### config.mk
export PLATFORM = sky130hd
export DESIGN_NAME = telemetry_trend_pressure_classifier_unit_flat
export DESIGN_NICKNAME = d
export VERILOG_FILES = /design/src/ttpc_pkg.sv /design/src/ttpc_in_if.sv /design/src/ttpc_out_if.sv /design/src/telemetry_trend_pressure_classifier_unit.sv /design/src/ttpc_pressure.sv /design/src/ttpc_trend_engine.sv /design/src/flat_wrapper.sv
export SDC_FILE = /design/constraint.sdc
export NUM_CORES = 1
export LEC_CHECK = 0
export BUFFER_PORTS_ARGS = -buffer_cell sky130_fd_sc_hd__buf_2
export CAP_MARGIN = 30
export CORE_MARGIN = 8
export CORE_UTILIZATION = 59
export DETAILED_ROUTE_END_ITERATION = 16
export PLACE_DENSITY = 0.76
export SYNTH_ARGS = -nofsm -noshare
export SYNTH_HDL_FRONTEND = slang
export SYNTH_HIERARCHICAL = 1
export SYNTH_SLANG_ARGS = --single-unit
### constraint.sdc
create_clock -name clk -period 19.3 [get_ports clk]
set_input_delay 3.86 -clock clk [delete_from_list [all_inputs] [get_ports clk]]
set_output_delay 3.86 -clock clk [all_outputs]
set_load 0.01 [all_outputs]
### src/ttpc_pkg.sv
// package: widths, codes, configuration type and slope constant tables
package ttpc_pkg;

	// item and register widths
	localparam int RAM_W      = 10;
	localparam int TEMP_W     = 12;
	localparam int BAT_W      = 7;
	localparam int THR_W      = 10;
	localparam int CHG_W      = 11;
	localparam int CODE_W     = 2;
	localparam int CFG_IDX_W  = 3;
	localparam int CFG_DATA_W = 12;

	// window geometry
	localparam int WINDOW_DEPTH = 10;
	localparam int CNT_W   = $clog2(WINDOW_DEPTH + 1);
	localparam int PTR_W   = (WINDOW_DEPTH > 1) ? $clog2(WINDOW_DEPTH) : 1;
	localparam int RAM_MAX = (1 << RAM_W) - 1;
	localparam int SY_W    = $clog2(WINDOW_DEPTH * RAM_MAX + 1);
	localparam int SX_MAX  = WINDOW_DEPTH * (WINDOW_DEPTH - 1) / 2;
	localparam int SX_W    = $clog2(SX_MAX + 1);
	localparam int SXY_W   = $clog2(RAM_MAX * SX_MAX + 1);
	localparam int DEN_W   =
		$clog2(WINDOW_DEPTH * WINDOW_DEPTH * (WINDOW_DEPTH * WINDOW_DEPTH - 1) / 12 + 1);
	localparam int TAB_N   = 1 << CNT_W;

	// product widths and the signed compare width
	localparam int PA_W   = CNT_W + SXY_W;
	localparam int PB_W   = SX_W + SY_W;
	localparam int LIM_W  = THR_W + DEN_W;
	localparam int MAX_AB = (PA_W > PB_W) ? PA_W : PB_W;
	localparam int CMP_W  = ((MAX_AB > LIM_W) ? MAX_AB : LIM_W) + 2;

	// minimum samples for a slope
	localparam int MIN_FIT = 3;

	typedef enum logic [CFG_IDX_W-1:0] {
		CFG_RAM_WARN  = 3'd0,
		CFG_RAM_CRIT  = 3'd1,
		CFG_TH_WARN   = 3'd2,
		CFG_TH_CRIT   = 3'd3,
		CFG_BAT_LOW   = 3'd4,
		CFG_TREND_THR = 3'd5
	} cfg_idx_t;

	typedef enum logic [CODE_W-1:0] {
		PRESSURE_NOMINAL  = 2'd0,
		PRESSURE_WARN     = 2'd1,
		PRESSURE_CRITICAL = 2'd2
	} pressure_t;

	typedef enum logic [CODE_W-1:0] {
		TREND_STABLE  = 2'd0,
		TREND_RISING  = 2'd1,
		TREND_FALLING = 2'd2
	} trend_t;

	typedef enum logic [1:0] {
		ST_IDLE,
		ST_UPDATE,
		ST_MULT,
		ST_DECIDE
	} eng_state_t;

	typedef struct packed {
		logic [RAM_W-1:0]         mem_warn;
		logic [RAM_W-1:0]         mem_crit;
		logic signed [TEMP_W-1:0] th_warn;
		logic signed [TEMP_W-1:0] th_crit;
		logic [BAT_W-1:0]         bat_low;
		logic [THR_W-1:0]         trend_thr;
	} ttpc_cfg_t;

	// result handed from the trend engine to the output register
	typedef struct packed {
		logic                    done;
		trend_t                  trend_code;
		logic signed [CHG_W-1:0] ram_change;
	} ttpc_eng_res_t;

	typedef logic [SX_W-1:0]  sx_table_t  [TAB_N];
	typedef logic [DEN_W-1:0] den_table_t [TAB_N];

	// sum of x over 0..n-1
	function automatic sx_table_t build_sx_table();
		sx_table_t t;
		for (int k = 0; k < TAB_N; k++) begin
			t[k] = (k <= WINDOW_DEPTH) ? SX_W'(k * (k - 1) / 2) : '0;
		end
		return t;
	endfunction

	// n*Sxx - Sx*Sx = n^2 (n^2 - 1) / 12
	function automatic den_table_t build_den_table();
		den_table_t t;
		for (int k = 0; k < TAB_N; k++) begin
			t[k] = (k <= WINDOW_DEPTH) ? DEN_W'(k * k * (k * k - 1) / 12) : '0;
		end
		return t;
	endfunction

	localparam sx_table_t  SX_TABLE  = build_sx_table();
	localparam den_table_t DEN_TABLE = build_den_table();

	localparam ttpc_cfg_t CFG_RESET = '{
		mem_warn:  RAM_W'(750),
		mem_crit:  RAM_W'(900),
		th_warn:   TEMP_W'(700),
		th_crit:   TEMP_W'(850),
		bat_low:   BAT_W'(15),
		trend_thr: THR_W'(5)
	};

endpackage

### src/ttpc_in_if.sv
// interface: telemetry sample channel
interface ttpc_in_if;
	logic                                  valid;
	logic                                  ready;
	logic [ttpc_pkg::RAM_W-1:0]            mem_use;
	logic signed [ttpc_pkg::TEMP_W-1:0]    temperature;
	logic [ttpc_pkg::BAT_W-1:0]            battery_level;
	logic                                  battery_present;
	logic                                  charging;

	modport source (output valid, mem_use, temperature, battery_level,
		battery_present, charging, input ready);
	modport sink (input valid, mem_use, temperature, battery_level,
		battery_present, charging, output ready);
endinterface

### src/ttpc_out_if.sv
// interface: classification result channel
interface ttpc_out_if;
	logic                                 valid;
	logic                                 ready;
	logic [ttpc_pkg::CODE_W-1:0]          pressure_level;
	logic [ttpc_pkg::CODE_W-1:0]          trend_code;
	logic signed [ttpc_pkg::CHG_W-1:0]    ram_change;

	modport source (output valid, pressure_level, trend_code, ram_change, input ready);
	modport sink (input valid, pressure_level, trend_code, ram_change, output ready);
endinterface

### src/telemetry_trend_pressure_classifier_unit.sv
// top level: configuration registers, sample intake and result register
// each telemetry sample beat yields exactly one result beat holding the
// pressure level (critical, warn or nominal from memory use, temperature and
// the low battery rule), the memory trend (least-squares slope over the last
// ten memory samples, stable until three are held) and the change in memory
// use since the previous sample (zero on the first). a sample steps through
// intake with a read of the oldest window entry, the window update and
// running sum refresh with the memory write, the three slope products, and
// the threshold compare. the next sample is taken once the trend engine is
// back in idle, so a new sample is not taken before the last is through;
// a finished result sits in the output register while the next sample is
// worked on, and the compare step holds only if that register is still full.
// thresholds are written through the plain write port and must only change
// while no sample is in flight. no clearing pass is needed after reset.
module telemetry_trend_pressure_classifier_unit (
	input  logic                                clk,
	input  logic                                arst_n,
	ttpc_in_if.sink                             sample,
	ttpc_out_if.source                          result,
	input  logic                                cfg_we,
	input  logic [ttpc_pkg::CFG_IDX_W-1:0]      cfg_index,
	input  logic [ttpc_pkg::CFG_DATA_W-1:0]     cfg_wdata
);

	ttpc_pkg::ttpc_cfg_t     cfg_q;
	ttpc_pkg::pressure_t     level;
	ttpc_pkg::pressure_t     pressure_q;
	ttpc_pkg::ttpc_eng_res_t eng_res;

	logic eng_busy;
	logic accept;
	logic out_free;

	logic                              out_valid_q;
	logic [ttpc_pkg::CODE_W-1:0]       out_pressure_q;
	logic [ttpc_pkg::CODE_W-1:0]       out_trend_q;
	logic signed [ttpc_pkg::CHG_W-1:0] out_change_q;

	// sample beat handshake: one sample in flight at a time
	assign sample.ready = !eng_busy;
	assign accept       = sample.valid && sample.ready;

	// output slot can take a result when empty or draining this cycle
	assign out_free = !out_valid_q || result.ready;

	// configuration registers, unknown index ignored
	always_ff @(posedge clk or negedge arst_n) begin
		if (!arst_n) begin
			cfg_q <= ttpc_pkg::CFG_RESET;
		end else if (cfg_we) begin
			unique case (cfg_index)
				ttpc_pkg::CFG_RAM_WARN:  cfg_q.mem_warn  <= cfg_wdata[ttpc_pkg::RAM_W-1:0];
				ttpc_pkg::CFG_RAM_CRIT:  cfg_q.mem_crit  <= cfg_wdata[ttpc_pkg::RAM_W-1:0];
				ttpc_pkg::CFG_TH_WARN:   cfg_q.th_warn   <= cfg_wdata[ttpc_pkg::TEMP_W-1:0];
				ttpc_pkg::CFG_TH_CRIT:   cfg_q.th_crit   <= cfg_wdata[ttpc_pkg::TEMP_W-1:0];
				ttpc_pkg::CFG_BAT_LOW:   cfg_q.bat_low   <= cfg_wdata[ttpc_pkg::BAT_W-1:0];
				ttpc_pkg::CFG_TREND_THR: cfg_q.trend_thr <= cfg_wdata[ttpc_pkg::THR_W-1:0];
				default: begin
				end
			endcase
		end
	end

	// pressure is settled straight from the sample beat
	ttpc_pressure u_pressure (
		.mem_use         (sample.mem_use),
		.temperature     (sample.temperature),
		.battery_level   (sample.battery_level),
		.battery_present (sample.battery_present),
		.charging        (sample.charging),
		.cfg             (cfg_q),
		.level           (level)
	);

	always_ff @(posedge clk) begin
		if (accept) begin
			pressure_q <= level;
		end
	end

	// window, change and slope
	ttpc_trend_engine u_engine (
		.clk       (clk),
		.arst_n    (arst_n),
		.start     (accept),
		.mem_use   (sample.mem_use),
		.threshold (cfg_q.trend_thr),
		.out_free  (out_free),
		.busy      (eng_busy),
		.res       (eng_res)
	);

	// result register
	always_ff @(posedge clk or negedge arst_n) begin
		if (!arst_n) begin
			out_valid_q <= 1'b0;
		end else if (eng_res.done) begin
			out_valid_q <= 1'b1;
		end else if (result.ready) begin
			out_valid_q <= 1'b0;
		end
	end

	always_ff @(posedge clk) begin
		if (eng_res.done) begin
			out_pressure_q <= pressure_q;
			out_trend_q    <= eng_res.trend_code;
			out_change_q   <= eng_res.ram_change;
		end
	end

	assign result.valid          = out_valid_q;
	assign result.pressure_level = out_pressure_q;
	assign result.trend_code     = out_trend_q;
	assign result.ram_change     = out_change_q;

endmodule

### src/ttpc_pressure.sv
// pressure classifier: threshold compares and low battery rule
module ttpc_pressure (
	input  logic [ttpc_pkg::RAM_W-1:0]         mem_use,
	input  logic signed [ttpc_pkg::TEMP_W-1:0] temperature,
	input  logic [ttpc_pkg::BAT_W-1:0]         battery_level,
	input  logic                               battery_present,
	input  logic                               charging,
	input  ttpc_pkg::ttpc_cfg_t                cfg,
	output ttpc_pkg::pressure_t                level
);

	logic bat_low;
	logic mem_crit;
	logic mem_warn;
	logic th_crit;
	logic th_warn;

	always_comb begin
		bat_low  = battery_present && !charging && (battery_level < cfg.bat_low);
		mem_crit = mem_use >= cfg.mem_crit;
		mem_warn = mem_use >= cfg.mem_warn;
		th_crit  = $signed(temperature) >= $signed(cfg.th_crit);
		th_warn  = $signed(temperature) >= $signed(cfg.th_warn);
		if (mem_crit || th_crit || bat_low) begin
			level = ttpc_pkg::PRESSURE_CRITICAL;
		end else if (mem_warn || th_warn) begin
			level = ttpc_pkg::PRESSURE_WARN;
		end else begin
			level = ttpc_pkg::PRESSURE_NOMINAL;
		end
	end

endmodule

### src/ttpc_trend_engine.sv
// trend engine: sample window memory, running sums and slope test
module ttpc_trend_engine (
	input  logic                             clk,
	input  logic                             arst_n,
	input  logic                             start,
	input  logic [ttpc_pkg::RAM_W-1:0]       mem_use,
	input  logic [ttpc_pkg::THR_W-1:0]       threshold,
	input  logic                             out_free,
	output logic                             busy,
	output ttpc_pkg::ttpc_eng_res_t          res
);

	// window memory, circular, no reset
	logic [ttpc_pkg::RAM_W-1:0] mem [ttpc_pkg::WINDOW_DEPTH];
	logic [ttpc_pkg::RAM_W-1:0] rdata_q;

	ttpc_pkg::eng_state_t state_q, state_d;

	logic [ttpc_pkg::CNT_W-1:0] fill_q;
	logic [ttpc_pkg::PTR_W-1:0] wr_ptr_q;
	logic [ttpc_pkg::SY_W-1:0]  sy_q;
	logic [ttpc_pkg::SXY_W-1:0] sxy_q;
	logic [ttpc_pkg::RAM_W-1:0] prev_q;

	logic [ttpc_pkg::RAM_W-1:0]        ram_s1;
	logic signed [ttpc_pkg::CHG_W-1:0] change_s2;
	logic [ttpc_pkg::PA_W-1:0]         prod_a_s3;
	logic [ttpc_pkg::PB_W-1:0]         prod_b_s3;
	logic [ttpc_pkg::LIM_W-1:0]        lim_s3;

	logic                                  full;
	logic [ttpc_pkg::CNT_W-1:0]            idx;
	logic [ttpc_pkg::CNT_W+ttpc_pkg::RAM_W-1:0] idx_prod;
	logic [ttpc_pkg::SXY_W-1:0]            sxy_upd;
	logic [ttpc_pkg::SY_W-1:0]             sy_upd;
	logic [ttpc_pkg::PTR_W-1:0]            ptr_next;
	logic signed [ttpc_pkg::CMP_W-1:0]     num;
	logic signed [ttpc_pkg::CMP_W-1:0]     lim;
	ttpc_pkg::trend_t                      trend;

	// memory: read oldest at start, write new sample in update
	always_ff @(posedge clk) begin
		if (start) begin
			rdata_q <= mem[wr_ptr_q];
		end
		if (state_q == ttpc_pkg::ST_UPDATE) begin
			mem[wr_ptr_q] <= ram_s1;
		end
	end

	// window update arithmetic
	always_comb begin
		full     = fill_q == ttpc_pkg::CNT_W'(ttpc_pkg::WINDOW_DEPTH);
		idx      = full ? ttpc_pkg::CNT_W'(ttpc_pkg::WINDOW_DEPTH - 1) : fill_q;
		idx_prod = idx * ram_s1;
		// dropping the oldest shifts every x down by one
		sxy_upd  = sxy_q + ttpc_pkg::SXY_W'(idx_prod)
			+ (full ? (ttpc_pkg::SXY_W'(rdata_q) - ttpc_pkg::SXY_W'(sy_q)) : '0);
		sy_upd   = sy_q + ttpc_pkg::SY_W'(ram_s1)
			- (full ? ttpc_pkg::SY_W'(rdata_q) : '0);
		ptr_next = (wr_ptr_q == ttpc_pkg::PTR_W'(ttpc_pkg::WINDOW_DEPTH - 1))
			? '0 : wr_ptr_q + 1'b1;
	end

	// slope decision
	always_comb begin
		num = $signed(ttpc_pkg::CMP_W'(prod_a_s3)) - $signed(ttpc_pkg::CMP_W'(prod_b_s3));
		lim = $signed(ttpc_pkg::CMP_W'(lim_s3));
		if (fill_q < ttpc_pkg::CNT_W'(ttpc_pkg::MIN_FIT)) begin
			trend = ttpc_pkg::TREND_STABLE;
		end else if (num > lim) begin
			trend = ttpc_pkg::TREND_RISING;
		end else if (num < -lim) begin
			trend = ttpc_pkg::TREND_FALLING;
		end else begin
			trend = ttpc_pkg::TREND_STABLE;
		end
	end

	// sequencer
	always_comb begin
		state_d        = state_q;
		res.done       = 1'b0;
		res.trend_code = trend;
		res.ram_change = change_s2;
		busy           = state_q != ttpc_pkg::ST_IDLE;
		unique case (state_q)
			ttpc_pkg::ST_IDLE: begin
				if (start) begin
					state_d = ttpc_pkg::ST_UPDATE;
				end
			end
			ttpc_pkg::ST_UPDATE: begin
				state_d = ttpc_pkg::ST_MULT;
			end
			ttpc_pkg::ST_MULT: begin
				state_d = ttpc_pkg::ST_DECIDE;
			end
			ttpc_pkg::ST_DECIDE: begin
				if (out_free) begin
					res.done = 1'b1;
					state_d  = ttpc_pkg::ST_IDLE;
				end
			end
			default: begin
				state_d = ttpc_pkg::ST_IDLE;
			end
		endcase
	end

	always_ff @(posedge clk or negedge arst_n) begin
		if (!arst_n) begin
			state_q  <= ttpc_pkg::ST_IDLE;
			fill_q   <= '0;
			wr_ptr_q <= '0;
			sy_q     <= '0;
			sxy_q    <= '0;
		end else begin
			state_q <= state_d;
			if (state_q == ttpc_pkg::ST_UPDATE) begin
				sy_q     <= sy_upd;
				sxy_q    <= sxy_upd;
				wr_ptr_q <= ptr_next;
				if (!full) begin
					fill_q <= fill_q + 1'b1;
				end
			end
		end
	end

	// payload pipeline
	always_ff @(posedge clk) begin
		if (start) begin
			ram_s1 <= mem_use;
		end
		if (state_q == ttpc_pkg::ST_UPDATE) begin
			prev_q    <= ram_s1;
			change_s2 <= (fill_q == '0) ? '0
				: $signed({1'b0, ram_s1}) - $signed({1'b0, prev_q});
		end
		if (state_q == ttpc_pkg::ST_MULT) begin
			prod_a_s3 <= fill_q * sxy_q;
			prod_b_s3 <= ttpc_pkg::SX_TABLE[fill_q] * sy_q;
			lim_s3    <= threshold * ttpc_pkg::DEN_TABLE[fill_q];
		end
	end

	a_fill_bound: assert property (@(posedge clk) disable iff (!arst_n)
		fill_q <= ttpc_pkg::CNT_W'(ttpc_pkg::WINDOW_DEPTH))
		else $error("window fill beyond depth");

	a_start_idle: assert property (@(posedge clk) disable iff (!arst_n)
		start |-> state_q == ttpc_pkg::ST_IDLE)
		else $error("sample started while engine busy");

	a_start_update: assert property (@(posedge clk) disable iff (!arst_n)
		start |=> state_q == ttpc_pkg::ST_UPDATE)
		else $error("start did not lead to window update");

	a_decide_hold: assert property (@(posedge clk) disable iff (!arst_n)
		(state_q == ttpc_pkg::ST_DECIDE && !out_free) |=> state_q == ttpc_pkg::ST_DECIDE)
		else $error("result dropped while output slot occupied");

	a_ptr_bound: assert property (@(posedge clk) disable iff (!arst_n)
		wr_ptr_q <= ttpc_pkg::PTR_W'(ttpc_pkg::WINDOW_DEPTH - 1))
		else $error("window pointer out of range");

endmodule
### src/flat_wrapper.sv
// flat-port wrapper written by rule: the top's interface ports become plain ports
module telemetry_trend_pressure_classifier_unit_flat 
  (clk, arst_n, cfg_we, cfg_index, cfg_wdata, sample_valid, sample_mem_use, sample_temperature, sample_battery_level, sample_battery_present, sample_charging, sample_ready, result_valid, result_pressure_level, result_trend_code, result_ram_change, result_ready);
  ttpc_in_if sample_i ();
  ttpc_out_if result_i ();
  input  logic clk;
  input  logic arst_n;
  input  logic cfg_we;
  input  logic [ttpc_pkg::CFG_IDX_W-1:0] cfg_index;
  input  logic [ttpc_pkg::CFG_DATA_W-1:0] cfg_wdata;
  input wire logic [$bits(sample_i.valid)-1:0] sample_valid;
  input wire logic [$bits(sample_i.mem_use)-1:0] sample_mem_use;
  input wire logic [$bits(sample_i.temperature)-1:0] sample_temperature;
  input wire logic [$bits(sample_i.battery_level)-1:0] sample_battery_level;
  input wire logic [$bits(sample_i.battery_present)-1:0] sample_battery_present;
  input wire logic [$bits(sample_i.charging)-1:0] sample_charging;
  output wire logic [$bits(sample_i.ready)-1:0] sample_ready;
  output wire logic [$bits(result_i.valid)-1:0] result_valid;
  output wire logic [$bits(result_i.pressure_level)-1:0] result_pressure_level;
  output wire logic [$bits(result_i.trend_code)-1:0] result_trend_code;
  output wire logic [$bits(result_i.ram_change)-1:0] result_ram_change;
  input wire logic [$bits(result_i.ready)-1:0] result_ready;
  assign sample_i.valid = sample_valid;
  assign sample_i.mem_use = sample_mem_use;
  assign sample_i.temperature = sample_temperature;
  assign sample_i.battery_level = sample_battery_level;
  assign sample_i.battery_present = sample_battery_present;
  assign sample_i.charging = sample_charging;
  assign sample_ready = sample_i.ready;
  assign result_valid = result_i.valid;
  assign result_pressure_level = result_i.pressure_level;
  assign result_trend_code = result_i.trend_code;
  assign result_ram_change = result_i.ram_change;
  assign result_i.ready = result_ready;
  telemetry_trend_pressure_classifier_unit u_core (.clk(clk), .arst_n(arst_n), .sample(sample_i), .result(result_i), .cfg_we(cfg_we), .cfg_index(cfg_index), .cfg_wdata(cfg_wdata));
endmodule
* Word-level counts from Yosys, hierarchy flattened
Memory sizes are Yosys's and may differ from the RTL's. A register that Yosys moved wholly into a read port is not among the register bits.
Index checks and enable logic that the tools add are counted.
** Operators by class
- Add/subtract/negate cells :: 10
- Multipliers :: 4
- $lt $le $gt $ge :: 9
- Equality and inequality tests :: 12
- Mux-type cells :: 20
- Bitwise gates (word level) :: 2
- Reductions and logical operators :: 24
** Operators by type and width (count)
- 2-to-1 mux 10 bit :: 3
- >= comparator 12 bit :: 2
- less-than comparator 21 x 22 -> 1 bit :: 1
- negation 20 -> 22 bit :: 1
- > comparator 21 bit :: 1
- subtractor 20 x 20 -> 21 bit :: 1
- >= comparator 10 bit :: 2
- multiplier 10 x 10 -> 20 bit :: 1
- multiplier 4 x 16 -> 20 bit :: 1
- multiplier 6 x 14 -> 20 bit :: 1
- adder 16 x 14 -> 16 bit :: 1
- adder 16 bit :: 1
- 2-to-1 mux 16 bit :: 1
- AND reduction 2 bit :: 8
- subtractor 10 x 14 -> 15 bit :: 1
- adder 14 x 10 -> 14 bit :: 1
- multiplier 4 x 10 -> 14 bit :: 1
- subtractor 14 x 10 -> 14 bit :: 1
- 2-to-1 mux 6 bit :: 2
- subtractor 10 x 10 -> 11 bit :: 1
- adder 4 x 1 -> 4 bit, second input constant :: 2
- == test 4 bit, second input constant :: 2
- 2-to-1 mux 1 bit :: 8
- 2-to-1 mux 4 bit :: 2
- other kinds (21) :: 35
** Storage, ports and cells
- Bits in registers :: 210
- Memory bits (writable) :: 100
- Memory bits (read-only) :: 256
- Input bits :: 51
- Output and inout port bits :: 17
- Word-level logic and storage cells :: 107
- Memories kept :: 3
** Memories
- (name not given) :: words 16, bits a word 10, read ports 1, clocked after memory_dff 0, wr ports 0, line ttpc_trend_engine.sv:144 : lim_s3 <= threshold * ttpc_pkg::DEN_TABLE[fill_q];
- u_core.u_engine.mem :: words 10, bits a word 10, read ports 1, clocked after memory_dff 1, wr ports 1, line ttpc_trend_engine.sv:14 : logic [ttpc_pkg::RAM_W-1:0] mem [ttpc_pkg::WINDOW_DEPTH];
- (name not given) :: words 16, bits a word 6, read ports 1, clocked after memory_dff 0, wr ports 0, line ttpc_trend_engine.sv:143 : prod_b_s3 <= ttpc_pkg::SX_TABLE[fill_q] * sy_q;

* Logic depth before layout (Yosys ltp)
- Depth after elaboration :: 5
- Depth in mapped cells :: 26
- Mapped depth without buffers :: 25

* Hierarchy
The synthesis kept the hierarchy.
** By module, submodules not included
- ttpc_trend_engine :: times used 1, cells each 2142, area an instance 22143.7 um^2, seq. area each 7036.7 um^2
- telemetry_trend_pressure_classifier_unit :: times used 1, cells each 156, area an instance 2979.1 um^2, seq. area each 2097.0 um^2
- ttpc_pressure :: times used 1, cells each 170, area an instance 1271.2 um^2, seq. area each 0.0 um^2

* Least setup slack after synthesis
No wires, ideal clock.
- Path kind :: register -> register
- From :: register u_core/u_engine/fill_q[1] (netlist bit)
- To :: register u_core/u_engine/lim_s3[19] (netlist bit), data pin
- Setup time :: 260 ps
- Data arrival time :: 6189 ps
- Data required time :: 19040 ps
- Setup slack :: 12852 ps
- Stages on the path, launching flop included :: 27
- Path buffers :: 2
- Clock period less this slack :: 6448 ps
- Cells stage by stage :: dfrtp_1 -> clkbuf_1 -> clkinv_1 -> ha_1 -> nand2_1 -> nor2_1 -> a21o_1 -> clkbuf_1 -> nand2_1 -> fa_1 -> inv_1 -> fa_1 -> inv_1 -> fa_1 -> inv_1 -> fa_1 -> inv_1 -> fa_1 -> inv_1 -> ha_1 -> a211o_1 -> a211o_1 -> a21bo_1 -> nand3_1 -> o21ai_1 -> a21oi_1 -> xnor2_1
** On the way
- Cells in the longest elaborated chain, start to end :: 5
** RTL lines
- start: declaration :: line ttpc_trend_engine.sv:19 : logic [ttpc_pkg::CNT_W-1:0] fill_q;
- start signal: assignment :: line ttpc_trend_engine.sv:125 : fill_q <= fill_q + 1'b1;
- NOT 4 -> 5 bit (not written as such) :: line ttpc_trend_engine.sv:144
- memory read (16 x 10 bit)
- 2-to-1 mux 10 bit (not written as such) (2 in series) :: line ttpc_trend_engine.sv:144
- multiplier 10 x 10 -> 20 bit :: line ttpc_trend_engine.sv:144
- end signal: assignment :: line ttpc_trend_engine.sv:144
- end: declaration :: line ttpc_trend_engine.sv:29 : logic [ttpc_pkg::LIM_W-1:0] lim_s3;
No other way between the ends. The select of a mux whose other input is x is not followed.
A chain may end at the register's enable or synchronous reset.

* Worst setup path in the final report
Ends and elaborated chain as after synthesis.

==> summary.md <==
| Metric | Value |
|---|---|
| Outcome | `finished, final reports clean` |
| TritonCTS Sinks | `320` |
| CP Capture Type | `register` |
| Cell area after synthesis | `around 26,000 um2` |
| Sum of overflow across all layers after global routing | `0` |
| CTS max path bufs | `3` |
| Initial antenna violation count | `0` |
| # H-tree levels | `2` |
| Clock root buffer | `sky130_fd_sc_hd__clkbuf_16` |
| Crit share post-route | `between 30% and 40%` |
| Number of buffers inserted by port buffering | `between 60 and 70` |
| Fin. Hold Viols | `0` |
| Total Negative Setup Slacks | `0 ps` |
| Number of buffers added to fix hold violations after cts | `0` |
| Overall die area | `a little over 50,000 um2` |
| Final count of pins violating max slew | `0` |
| Final routed DRC violation total | `0` |
| Total GRT Usage | `23.0%` |
| Total of flip-flops plus latches after synthesis | `320` |
| CP max FO | `20` |
| Start point of the critical path | `u_core/u_engine/fill_q[1]$_DFFE_PN0P_` |
| Largest net degree at the start of global routing | `72` |
| Yosys top cell area share | `approximately a quarter` |
| Core area | `44,200 um2` |
| Distinct cells, synth | `94` |
| Area used by multi-input combinational logic | `roughly 16,000 um2` |
| Compound-gate portion of the synthesized area | `just over 9%` |
| Area occupied by registers | `about 9100 um2` |
| Vias per cell | `about 5.7` |
| Largest cells by area after synthesis | `sky130_fd_sc_hd__edfxtp_1 25%, sky130_fd_sc_hd__fa_1 15%, sky130_fd_sc_hd__ha_1 14%` |
| Synth Net Count | `between 3,000 and 4,000` |
| Routed WL per cell | `around 19 um` |
| Vias in the first global route | `~19,000` |
| CP arrival | `just under 8000 ps` |
| # IOs | `between 60 and 70` |
| Top flip-flop cell by instance count after synthesis | `sky130_fd_sc_hd__edfxtp_1` |
| Starting density of the core | `about 60%` |
| Parity-gate share of the synthesized area counting xor and xnor cells | `3.82%` |
| Gates resized, CTS repair | `0` |
| Hold/Removal Path Class | `reg2reg` |
| Worst Reg-to-Reg Cells | `22` |
| Maxcap violations | `0` |
| Detailed-route wire length | `slightly below 60,000 um` |
| Initial detailed-routing violation count | `about 1,500` |
| CTS tree | `yes` |
| Mean post-synth cell area | `between 10 and 15 um2` |
| Setup repair after global routing missed its margin | `no` |
| Transition time of the tightest slew-check pin | `roughly 1000 ps` |
| Wire length of the first global-routing pass | `around 95,000 um` |
| Fin crit period | `between 7000 and 8000 ps` |
| Number of cells on the worst hold path | `0` |
| Sequential cell area fraction in the yosys report | `34.6%` |
| Library cell with the largest summed area after synthesis | `sky130_fd_sc_hd__edfxtp_1` |
| Type of the worst setup path | `reg2reg` |
| Post-DRT Antenna Nets | `0` |
| Async S/R FF share, synth | `about a third` |
| Area growth syn-to-layout | `8.61%` |
| Critical path launch point type | `register` |
| Die X | `roughly 230 um` |
| Post-detailed-placement half-perimeter wirelength | `44,700 um` |
| Latest clock arrival within the worst-skew pair | `about 550 ps` |
| Hold Path Origin | `u_core/u_engine/change_s2[6]$_SDFFCE_PN0P_` |
| Worst reg2reg path startpoint | `u_core/u_engine/fill_q[1]$_DFFE_PN0P_` |
| Portion of netlist area occupied by mux cells | `5.55%` |
| Dominant combinational cell family by area after synthesis | `adder cells` |
| # rows | `77` |
| Clock slew at the register clock pins of the worst setup and hold paths | `60 ps` |
| Layout Nets | `about 3,100` |
| Total via count after detailed routing | `18,045` |
| Chip height | `between 200 and 250 um` |
| Post-synth EDFFs | `about 220` |
| Gate count after technology mapping | `roughly 2,500` |
| Worst max-slew margin expressed relative to the limit | `33.4%` |
| Setup-violating endpoint count in the final report | `0` |
| FILL cells | `3,348` |
| Final worst clock skew | `slightly below 20 ps` |
| Required time of the critical path | `19,590 ps` |
| Post-Synth Simple-Gate Area | `a little under an eighth` |
| Max Freq | `135 MHz` |
| Adder-cell share of the synthesized area | `around 28%` |
| Router iterations before antenna repair | `5` |
| Share of final-layout standard cells stronger than drive strength 1 | `between 10% and 20%` |
| Number of warnings printed during yosys synthesis | `6` |
| Placer's final routability congestion estimate | `0.901` |
| Number of antenna repair diodes | `0` |
| Setup repair bufs after CTS | `0` |
| TritonCTS Buffers | `36` |
## flip-flops by register name (all words and copies together), names as in the netlist
| name | flops |
|---|---|
| u_core/u_engine/lim_s3 | 20 |
| u_core/u_engine/mem | 100 |
| u_core/result.valid | 1 |
| u_core/u_engine/ram_s1 | 10 |
| u_core/cfg_q | 61 |
| u_core/u_engine/sxy_q | 16 |
| u_core/u_engine/fill_q | 4 |
| u_core/pressure_q | 2 |
| u_core/result.trend_code | 2 |
| u_core/u_engine/wr_ptr_q | 4 |
| u_core/u_engine/change_s2 | 11 |
| u_core/u_engine/prod_a_s3 | 20 |
| u_core/u_engine/sy_q | 14 |
| u_core/result.ram_change | 11 |
| u_core/u_engine/prod_b_s3 | 20 |
| u_core/u_engine/state_q | 2 |
| u_core/u_engine/rdata_q | 10 |
| u_core/result.pressure_level | 2 |
| u_core/u_engine/prev_q | 10 |
## cell usage after synthesis (8+ instances only)
cell type and instances:
sky130_fd_sc_hd__o31ai_1 8, sky130_fd_sc_hd__a21oi_1 100, sky130_fd_sc_hd__o211ai_1 9, sky130_fd_sc_hd__dfrtp_1 74
sky130_fd_sc_hd__xnor2_1 93, sky130_fd_sc_hd__nand2_1 241, sky130_fd_sc_hd__nand3_1 17, sky130_fd_sc_hd__inv_1 374
sky130_fd_sc_hd__dfstp_2 28, sky130_fd_sc_hd__clkbuf_1 42, sky130_fd_sc_hd__nor2b_1 46, sky130_fd_sc_hd__o21a_1 21
sky130_fd_sc_hd__mux4_2 20, sky130_fd_sc_hd__fa_1 193, sky130_fd_sc_hd__ha_1 292, sky130_fd_sc_hd__a21o_1 44
sky130_fd_sc_hd__xor2_1 22, sky130_fd_sc_hd__mux2_4 11, sky130_fd_sc_hd__a211oi_1 24, sky130_fd_sc_hd__o21ai_1 15
sky130_fd_sc_hd__nand4_1 16, sky130_fd_sc_hd__and2_1 85, sky130_fd_sc_hd__o21bai_1 16, sky130_fd_sc_hd__mux2i_1 15
sky130_fd_sc_hd__mux2_2 60, sky130_fd_sc_hd__edfxtp_1 218, sky130_fd_sc_hd__nand2b_1 25, sky130_fd_sc_hd__o21ai_0 52
sky130_fd_sc_hd__nor2_1 107, sky130_fd_sc_hd__a31oi_1 9, sky130_fd_sc_hd__buf_1 8, sky130_fd_sc_hd__nor3_1 39
sky130_fd_sc_hd__and3_1 25
## critical path, cell delays in order (launching register included)
cell                       delay, ps
sky130_fd_sc_hd__dfrtp_1         700
sky130_fd_sc_hd__clkinv_1        460
sky130_fd_sc_hd__ha_1            570
sky130_fd_sc_hd__o22ai_1         780
sky130_fd_sc_hd__nand2_1         180
sky130_fd_sc_hd__fa_1            540
sky130_fd_sc_hd__inv_1            50
sky130_fd_sc_hd__fa_1            510
sky130_fd_sc_hd__inv_1            50
sky130_fd_sc_hd__fa_1            470
sky130_fd_sc_hd__inv_1            50
sky130_fd_sc_hd__fa_1            530
sky130_fd_sc_hd__inv_1            50
sky130_fd_sc_hd__fa_1            520
sky130_fd_sc_hd__inv_1            40
sky130_fd_sc_hd__ha_1            350
sky130_fd_sc_hd__a211o_1         290
sky130_fd_sc_hd__a211o_1         310
sky130_fd_sc_hd__a21bo_1         200
sky130_fd_sc_hd__nand3_1         110
sky130_fd_sc_hd__o21ai_1          90
sky130_fd_sc_hd__a21oi_1         190
sky130_fd_sc_hd__xnor2_1          90
## logic make-up after synthesis
| logic type | count (synthesis) |
|---|---|
| xor+xnor | 115 |
| flops | 320 |
| mux | 108 |
| fa+ha+maj | 485 |
| compound gates | 362 |
| simple gates | 640 |
| buf+inv | 438 |
## cells in the final DEF, fill, tap and decap left out, drive strengths merged, types with 10 or more instances in the layout
cell type and count:
a211oi 25, a21o 44, a21oi 104, a31oi 10, and2 85, and3 25
buf 93, clkbuf 41, clkinv 14, dfrtp 74, dfstp 28, edfxtp 218
fa 193, ha 292, inv 380, mux2 73, mux2i 15, mux4 20
nand2 241, nand2b 25, nand3 17, nand4 16, nor2 108, nor2b 46
nor3 40, o21a 21, o21ai 68, o21bai 16, xnor2 93, xor2 22
## through the flow
| step | cells | hold slack [ps] | utilization (%) | worst slack [ps] | instance area [um2] |
|---|---|---|---|---|---|
| floorplan | 2468 | 400 | - | 12850 | 26400 |
| finish | 3157 | 414 | 64.8 | 11890 | 28700 |
| detailed placement | 3092 | 406 | 62.1 | 12050 | 27500 |
| CTS | 3157 | 420 | 64.8 | 12010 | 28700 |
| global route | 3157 | 419 | 64.8 | 11560 | 28700 |
| global placement | 3088 | 402 | 61.9 | 12290 | 27400 |
## final timing paths
| check | to | slack, ps |
|---|---|---|
| setup / recovery | u_core/u_engine/lim_s3[19]$_DFFE_PP_ | 11890 |
| min in group asynchronous | u_core/u_engine/wr_ptr_q[2]$_DFFE_PN0P_ | 3280 |
| max in group asynchronous | u_core/cfg_q[1]$_DFFE_PN0P_ | 14730 |
| hold reg to reg | u_core/result.ram_change[6]$_DFFE_PP_ | 410 |
| setup reg to reg | u_core/u_engine/lim_s3[19]$_DFFE_PP_ | 11890 |
| hold / removal | u_core/result.ram_change[6]$_DFFE_PP_ | 410 |
## routing by layer
metal	vias to the layer above	GRT usage [%]	wire length (um)
li1	8517	-	-
met1	8844	29.9	25200
met2	561	38.8	28100
met3	123	3.68	3240
met4	0	8.46	2010
met5	-	0	0
## layout make-up
cell class                      instances  share of cell area (%)
Sequential cell                       320                    31.9
Clock buffer                           41                    3.21
Multi-Input combinational cell       1710                    54.3
Clock inverter                         24                    1.01
Timing Repair Buffer                   93                    2.04
Tap cell                              592                    2.58
Inverter                              377                    4.94
Power is left out: the tool's default activity adds up to more than one toggle a clock period on the data nets, which glitch-free logic cannot reach.
